[src/hdl/hsv2rgb_pkg.sv]
// Shared types, constants and helpers for the HSV to RGB converter.
// Depends on nothing; imported by every module of the block.
package hsv2rgb_pkg;

  // Hue is in sixteenths of a degree: one 60 degree sector spans 960 codes
  localparam int unsigned HueSector   = 960;
  localparam int unsigned UnitScale   = 255;
  // 255 * 960, the common denominator of q and t
  localparam int unsigned FracScale   = 244800;
  // floor(x / 15) == (x * Recip15) >> 16 for every 10-bit x
  localparam int unsigned Recip15     = 4370;
  // floor(y / 3825) == (y * Recip3825) >> 32 for every y below 2^20
  localparam longint unsigned Recip3825 = 64'd1122868;
  // floor(x / 6) == (x * Recip6) >> 8 for every 7-bit x
  localparam int unsigned Recip6      = 43;

  typedef enum logic [2:0] {
    SecRedYellow   = 3'd0,
    SecYellowGreen = 3'd1,
    SecGreenCyan   = 3'd2,
    SecCyanBlue    = 3'd3,
    SecBlueMagenta = 3'd4,
    SecMagentaRed  = 3'd5
  } sector_e;

  typedef struct packed {
    logic [15:0] hue;
    logic [7:0]  saturation;
    logic [7:0]  brightness;
  } hsv_pixel_t;

  typedef struct packed {
    logic [7:0] red;
    logic [7:0] green;
    logic [7:0] blue;
  } rgb_pixel_t;

  // Reduce a sector count (hue / 960, at most 68) to its sector in the turn
  function automatic sector_e sector_of(input logic [6:0] quo);
    logic [13:0] prod;
    logic [5:0]  turns;
    logic [9:0]  whole;
    logic [6:0]  rem;
    prod  = quo * 7'(Recip6);
    turns = prod[13:8];
    whole = turns * 4'd6;
    rem   = quo - whole[6:0];
    return sector_e'(rem[2:0]);
  endfunction

endpackage

[src/hdl/hsv2rgb_div.sv]
// Constant divider: floor(num / 244800) by reciprocal multiplication.
// Depends on hsv2rgb_pkg; used twice in the last stage of the converter.
module hsv2rgb_div
  import hsv2rgb_pkg::*;
(
  input  logic [25:0] num_i,
  output logic [7:0]  quot_o
);

  // 244800 = 64 * 3825: drop the power of two first, it does not change the floor
  logic [19:0] scaled;
  logic [40:0] prod;

  assign scaled = num_i[25:6];
  assign prod   = scaled * 21'(Recip3825);
  assign quot_o = prod[39:32];

endmodule

[src/hdl/hsv_to_rgb_converter.sv]
// HSV to RGB pixel converter, four register stages, valid/ready on both sides.
// Throughput one pixel per cycle while the pipeline is not stalled.
// The pipeline advances as one: it stalls only while the result register is full and
// the sink holds ready low.
// Reset (asynchronous, active low) clears the stage valid bits; payload is not reset.
// Depends on hsv2rgb_pkg and hsv2rgb_div.
module hsv_to_rgb_converter
  import hsv2rgb_pkg::*;
(
  input  logic       clk_i,
  input  logic       rst_ni,
  input  hsv_pixel_t hsv_i,
  input  logic       hsv_valid_i,
  output logic       hsv_ready_o,
  output rgb_pixel_t rgb_o,
  output logic       rgb_valid_o,
  input  logic       rgb_ready_i
);

  // Valid bit of each stage, stage 4 being the result register
  logic [3:0] vld_q, vld_d;
  logic       adv;

  // Advance every stage whenever the result register is empty or being drained
  assign adv         = !vld_q[3] || rgb_ready_i;
  assign hsv_ready_o = adv;
  assign vld_d       = {vld_q[2:0], hsv_valid_i};

  always_ff @(posedge clk_i or negedge rst_ni) begin
    if (!rst_ni) begin
      vld_q <= '0;
    end else if (adv) begin
      vld_q <= vld_d;
    end
  end

  // ---------------------------------------------------------------------------
  // Stage 1: coarse sector count. hue / 960 == (hue >> 6) / 15, done by reciprocal.
  // ---------------------------------------------------------------------------
  logic [9:0]  s1_x_q;
  logic [5:0]  s1_lo_q;
  logic [6:0]  s1_quo_q, s1_quo_d;
  logic [7:0]  s1_sat_q, s1_val_q;
  logic [22:0] s1_mul;

  assign s1_mul   = hsv_i.hue[15:6] * 13'(Recip15);
  assign s1_quo_d = s1_mul[22:16];

  always_ff @(posedge clk_i) begin
    if (adv) begin
      s1_x_q   <= hsv_i.hue[15:6];
      s1_lo_q  <= hsv_i.hue[5:0];
      s1_quo_q <= s1_quo_d;
      s1_sat_q <= hsv_i.saturation;
      s1_val_q <= hsv_i.brightness;
    end
  end

  // ---------------------------------------------------------------------------
  // Stage 2: position inside the sector, sector in the turn, and the three
  // saturation products. The remainder of x / 15 and the low six hue bits
  // together form fu = hue mod 960.
  // ---------------------------------------------------------------------------
  logic [9:0]  s2_whole;
  logic [9:0]  s2_rem;
  logic [9:0]  s2_fu_d;
  logic [9:0]  s2_cofu;
  sector_e     s2_sec_q;
  logic [7:0]  s2_val_q;
  logic [15:0] s2_pnum_q, s2_pnum_d;
  logic [17:0] s2_sf_q, s2_sf_d;
  logic [17:0] s2_sg_q, s2_sg_d;

  assign s2_whole  = s1_quo_q * 4'd15;
  assign s2_rem    = s1_x_q - s2_whole;
  assign s2_fu_d   = {s2_rem[3:0], s1_lo_q};
  assign s2_cofu   = 10'(HueSector) - s2_fu_d;
  assign s2_pnum_d = s1_val_q * (8'(UnitScale) - s1_sat_q);
  assign s2_sf_d   = s1_sat_q * s2_fu_d;
  assign s2_sg_d   = s1_sat_q * s2_cofu;

  always_ff @(posedge clk_i) begin
    if (adv) begin
      s2_sec_q  <= sector_of(s1_quo_q);
      s2_val_q  <= s1_val_q;
      s2_pnum_q <= s2_pnum_d;
      s2_sf_q   <= s2_sf_d;
      s2_sg_q   <= s2_sg_d;
    end
  end

  // ---------------------------------------------------------------------------
  // Stage 3: p = pnum / 255 (exact shift-add form for 16-bit operands), and the
  // brightness-scaled numerators of q and t.
  // ---------------------------------------------------------------------------
  logic [16:0] s3_psum;
  logic [17:0] s3_qa, s3_ta;
  sector_e     s3_sec_q;
  logic [7:0]  s3_val_q;
  logic [7:0]  s3_p_q;
  logic [25:0] s3_qm_q, s3_qm_d;
  logic [25:0] s3_tm_q, s3_tm_d;

  assign s3_psum = 17'(s2_pnum_q) + 17'(s2_pnum_q[15:8]) + 17'd1;
  assign s3_qa   = 18'(FracScale) - s2_sf_q;
  assign s3_ta   = 18'(FracScale) - s2_sg_q;
  assign s3_qm_d = s2_val_q * s3_qa;
  assign s3_tm_d = s2_val_q * s3_ta;

  always_ff @(posedge clk_i) begin
    if (adv) begin
      s3_sec_q <= s2_sec_q;
      s3_val_q <= s2_val_q;
      s3_p_q   <= s3_psum[15:8];
      s3_qm_q  <= s3_qm_d;
      s3_tm_q  <= s3_tm_d;
    end
  end

  // ---------------------------------------------------------------------------
  // Stage 4: divide q and t by 244800, then route v, p, q and t by sector.
  // ---------------------------------------------------------------------------
  logic [7:0] s4_q, s4_t;
  rgb_pixel_t rgb_q, rgb_d;

  hsv2rgb_div u_div_q (
    .num_i  (s3_qm_q),
    .quot_o (s4_q)
  );

  hsv2rgb_div u_div_t (
    .num_i  (s3_tm_q),
    .quot_o (s4_t)
  );

  always_comb begin
    unique case (s3_sec_q)
      SecRedYellow:   rgb_d = '{red: s3_val_q, green: s4_t,     blue: s3_p_q};
      SecYellowGreen: rgb_d = '{red: s4_q,     green: s3_val_q, blue: s3_p_q};
      SecGreenCyan:   rgb_d = '{red: s3_p_q,   green: s3_val_q, blue: s4_t};
      SecCyanBlue:    rgb_d = '{red: s3_p_q,   green: s4_q,     blue: s3_val_q};
      SecBlueMagenta: rgb_d = '{red: s4_t,     green: s3_p_q,   blue: s3_val_q};
      default:        rgb_d = '{red: s3_val_q, green: s3_p_q,   blue: s4_q};
    endcase
  end

  always_ff @(posedge clk_i) begin
    if (adv) begin
      rgb_q <= rgb_d;
    end
  end

  assign rgb_o       = rgb_q;
  assign rgb_valid_o = vld_q[3];

  // ---------------------------------------------------------------------------
  // Assertions
  // ---------------------------------------------------------------------------
  // Position inside a sector never reaches a full sector
  assert property (@(posedge clk_i) disable iff (!rst_ni)
    vld_q[0] |-> (s2_fu_d < 10'(HueSector)))
    else $error("hue fraction out of sector range");

  // p never exceeds brightness
  assert property (@(posedge clk_i) disable iff (!rst_ni)
    vld_q[2] |-> (s3_p_q <= s3_val_q))
    else $error("p exceeds brightness");

  // q and t never exceed brightness
  assert property (@(posedge clk_i) disable iff (!rst_ni)
    vld_q[2] |-> ((s4_q <= s3_val_q) && (s4_t <= s3_val_q)))
    else $error("q or t exceeds brightness");

  // An empty result register always lets the pipeline move
  assert property (@(posedge clk_i) disable iff (!rst_ni)
    !vld_q[3] |-> hsv_ready_o)
    else $error("pipeline stalled with empty result register");

endmodule

[config.mk]
export PLATFORM = sky130hd
export DESIGN_NAME = hsv_to_rgb_converter
export DESIGN_NICKNAME = d
export VERILOG_FILES = /design/src/hdl/hsv2rgb_pkg.sv /design/src/hdl/hsv2rgb_div.sv /design/src/hdl/hsv_to_rgb_converter.sv
export SDC_FILE = /design/constraint.sdc
export NUM_CORES = 2
export LEC_CHECK = 0
export BUFFER_PORTS_ARGS = -buffer_cell sky130_fd_sc_hd__buf_4
export CAP_MARGIN = 5
export CORE_ASPECT_RATIO = 0.7
export CORE_MARGIN = 5
export CORE_UTILIZATION = 30
export CTS_CLUSTER_DIAMETER = 40
export DETAILED_ROUTE_END_ITERATION = 7
export PLACE_DENSITY = 0.46
export SLEW_MARGIN = 40
export SYNTH_ARGS = -nofsm -noshare
export SYNTH_HDL_FRONTEND = slang
export SYNTH_SLANG_ARGS = --single-unit
[constraint.sdc]
create_clock -name clk_i -period 8.9 [get_ports clk_i]
set_clock_uncertainty 0.05 [all_clocks]
set_input_delay 0.445 -clock clk_i [delete_from_list [all_inputs] [get_ports clk_i]]
set_output_delay 0.445 -clock clk_i [all_outputs]
set_load 0.1 [all_outputs]
==> impl_results.md <==
* Status: finished, final reports clean
* Vias in the first global route at 22900
* Post-synthesis cell type count at 77
* Std cell rows at 103
* Type of origin of the critical path: flop
* Crit path required time at 9.10 ns
* CTS buffer count at 17
* Clock root cell: clkbuf_16
* GRT Total Usage at 13.4%
* Avg Cell Area, Syn at 9.66 µm²
* Worst R2R Setup Slack at 1.67 ns
* Worst hold start: hsv_i[15]
* Htree depth at 4
* Top FF cell, synth: edfxtp_1
* Nets at 4672
* Slew headroom at 44.0%
* Clk buf depth at 2
* Die X at 412 µm
* Most frequent cell after synthesis: inv_1
* Critical-path cell list: inv_1 > ha_1 > xnor2_1 > xor2_1 > ha_1 > nor2_1 > fa_1 > xnor2_1 > nor4b_1 > xnor2_1 > nand2_1 > fa_1 > fa_1 > fa_1 > fa_1 > inv_1 > ha_1 > and2_1 > a31o_2 > a211oi_1 > o31ai_1 > a21oi_1 > xnor2_1
* #FFs+latches synth at 182
* Fin. Hold Viols at 0
* Reg2reg path depth at 23
* Min-delay worst type: in2reg
* Critical path arrival at 7.42 ns
* Met3 wire length at 2.17 mm
* Final period util at 81.2%
* Metal2 WL at 29.9 mm
* CTS tree: yes
* Post-synth EDFFs at 178
* Dominant cells by area after synthesis: fa_1 (28%), ha_1 (22%), edfxtp_1 (16%)
* RSZ-0062 raised after global routing: false
* Setup TNS Final at 0 ns
* GPL Wtd Cong at 0.784
* Setup Buffers After CTS at 0
* Largest net degree at the start of global routing at 105
* Post-synth top cells: inv_1 (865), ha_1 (606), fa_1 (474)
* Max Slew Vio Count at 0
* Post-synth top area share at 28.0%
* Die height at 291 µm
* Synth async-reset ratio at 2.20%
* Detailed Routing Iterations Pass 1 at 5
* Ports at 62
* Min Tclk post-route at 7.23 ns
* Crit. End Element: flop
* Ys Warns at 0
* Largest area contributor in the netlist: fa_1
* CP Max Fanout at 10
* Area Overhead vs Synth at 8.97%
* Worst slew pin tran at 0.837 ns
* Initial Utilization at 30.2%
* DRC errors left at 0
* Setup-failing EPs final at 0
* Final WL at 77.6 mm
* WL per Instance at 15.2 µm
* CORE AREA at 113000 µm²
* Ant. Diodes at 0
* Reg clk slew, reported paths at 0.08 ns
* RR Startpoint: s1_x_q[2]$_DFFE_PP_
* Die Area at 120000 µm²
* First-pass GRT wire length at 129 mm
* Most common cell on crit path: fa_1
* Layout cell share with drive strength beyond 1 at 4.68%
* DR top layer: met4
* Max Cap Viol at 0
* Area of the mapped netlist at 33900 µm²
* CP Class: reg2reg
* ANT nets after route at 0
* Fmax at 138 MHz
* Initial DRC count at 1092
* CP max stage delay at 0.60 ns
* Syn Nets at 4630
* Initial antenna violation count at 1
* Later-pin clock latency in the skew report at 0.50 ns
* Register area share after synthesis at 16.0%
* Final HPWL DP at 63.9 mm
* Slowest cell on crit path: xnor2_1
* Grt total ovfl at 0
* Worst hold path depth at 1
* PortBufs at 61
* Syn Inst Count at 3514
* Hold EP: s1_sat_q[7]$_DFFE_PP_
* Vias at 22200
* RR Endpoint: s2_sg_q[16]$_DFFE_PP_
* DR vias/cell at 4.36
* Clock Sinks at 182
* M1 WL at 45.0 mm
==> registers in the layout (all words and copies together) (netlist names) <==
register and flops:
rgb_o 24, s2_pnum_q 16, s2_sf_q 18, s2_val_q 8
s3_qm_q 20, s2_sg_q 17, s1_sat_q 8, s3_tm_q 20
s1_x_q 4, s1_val_q 8, s2_sec_q 3, s1_lo_q 6
s1_quo_q 7, s3_sec_q 3, s3_p_q 8, s3_val_q 8
vld_q 4
==> cell type report <==
class                   instances  area [µm²]
well taps                    1522        1900
flip-flops and latches        182        5450
clock buffers                  18         439
inverters                     865        3250
fillers                     11800       75500
clock inverters                14         178
repair buffers                 91         724
multi-input cells            2399       25100
==> worst max path at each step <==
stage | from | to | slack, ns | cells past startpoint
2_1_floorplan | vld_q[3]$_DFFE_PN0P_ | vld_q[0]$_DFFE_PN0P_ | 2.26 | 2
3_3_place_gp | s1_x_q[2]$_DFFE_PP_ | s2_sg_q[16]$_DFFE_PP_ | 1.81 | 23
3_5_place_dp | s1_x_q[2]$_DFFE_PP_ | s2_sg_q[16]$_DFFE_PP_ | 1.70 | 23
4_1_cts | s1_x_q[2]$_DFFE_PP_ | s2_sg_q[16]$_DFFE_PP_ | 1.66 | 23
5_1_grt | s1_x_q[2]$_DFFE_PP_ | s2_sg_q[16]$_DFFE_PP_ | 1.10 | 23
6_report | s1_x_q[2]$_DFFE_PP_ | s2_sg_q[16]$_DFFE_PP_ | 1.67 | 23
==> repair_timing <==
item / in CTS / in global routing
hold endpoints to repair: 4 / 0
resized for setup: 0 / 0
hold buffers: 1 / 0
setup endpoints to repair: 0 / 0
==> critical path, delay by kind of cell (launching register included) <==
| family | cells | cell delay (ns) |
|---|---|---|
| compound gates | 4 | 0.84 |
| simple gates | 4 | 0.76 |
| xor+xnor | 5 | 1.38 |
| buf+inv | 2 | 0.14 |
| fa+ha+maj | 8 | 3.30 |
| flops | 1 | 0.52 |
==> cells in the final DEF, fill, tap and decap left out, drive strengths merged, types with 18 or more instances in the layout <==
| cell | n |
|---|---|
| inv | 873 |
| ha | 606 |
| fa | 474 |
| nand2 | 256 |
| and2 | 215 |
| edfxtp | 178 |
| xnor2 | 107 |
| nor2 | 98 |
| nor2b | 90 |
| buf | 90 |
| a21oi | 77 |
| o21ai | 68 |
| nand2b | 54 |
| xor2 | 47 |
| nand3 | 44 |
| nor3 | 33 |
| a211oi | 23 |
| a21o | 18 |
| clkbuf | 18 |
==> cell families (layout without fill, tap and decap cells) <==
kind of cell | count (synthesis) | count (layout) | share of synthesized area, %
AND/OR/NAND/NOR | 857 | 857 | 13.1
adder cells (fa/ha/maj) | 1080 | 1080 | 50.3
buffers and inverters | 933 | 988 | 10.3
multiplexers | 14 | 14 | 0.431
AO/OA/AOI/OAI | 294 | 294 | 5.85
XOR/XNOR | 154 | 154 | 4.00
flip-flops | 182 | 182 | 16.0
==> metrics by stage <==
stage                     setup slack [ns]  utilization, %  area, µm²  hold slack, ns  instances
final                                 1.67            32.9      37000          0.0667       5091
after global routing                  1.10            32.9      37000          0.0222       5091
after CTS                             1.66            32.8      36900          0.0169       5090
after detailed placement              1.70            32.3      36300           0.195       5057
after global placement                1.81            32.2      36200           0.195       5052
after floorplan                       2.26               -      33900          0.0994       3514
==> layer usage <==
metal / GRT usage, % / up-vias
met5: 0 / -
met4: 1.81 / 0
met1: 22.4 / 10700
met2: 18.3 / 237
li1: - / 11200
met3: 1.87 / 30
Power is left out: the tool's default activity adds up to more than one toggle a clock period on the data nets, which glitch-free logic cannot reach.
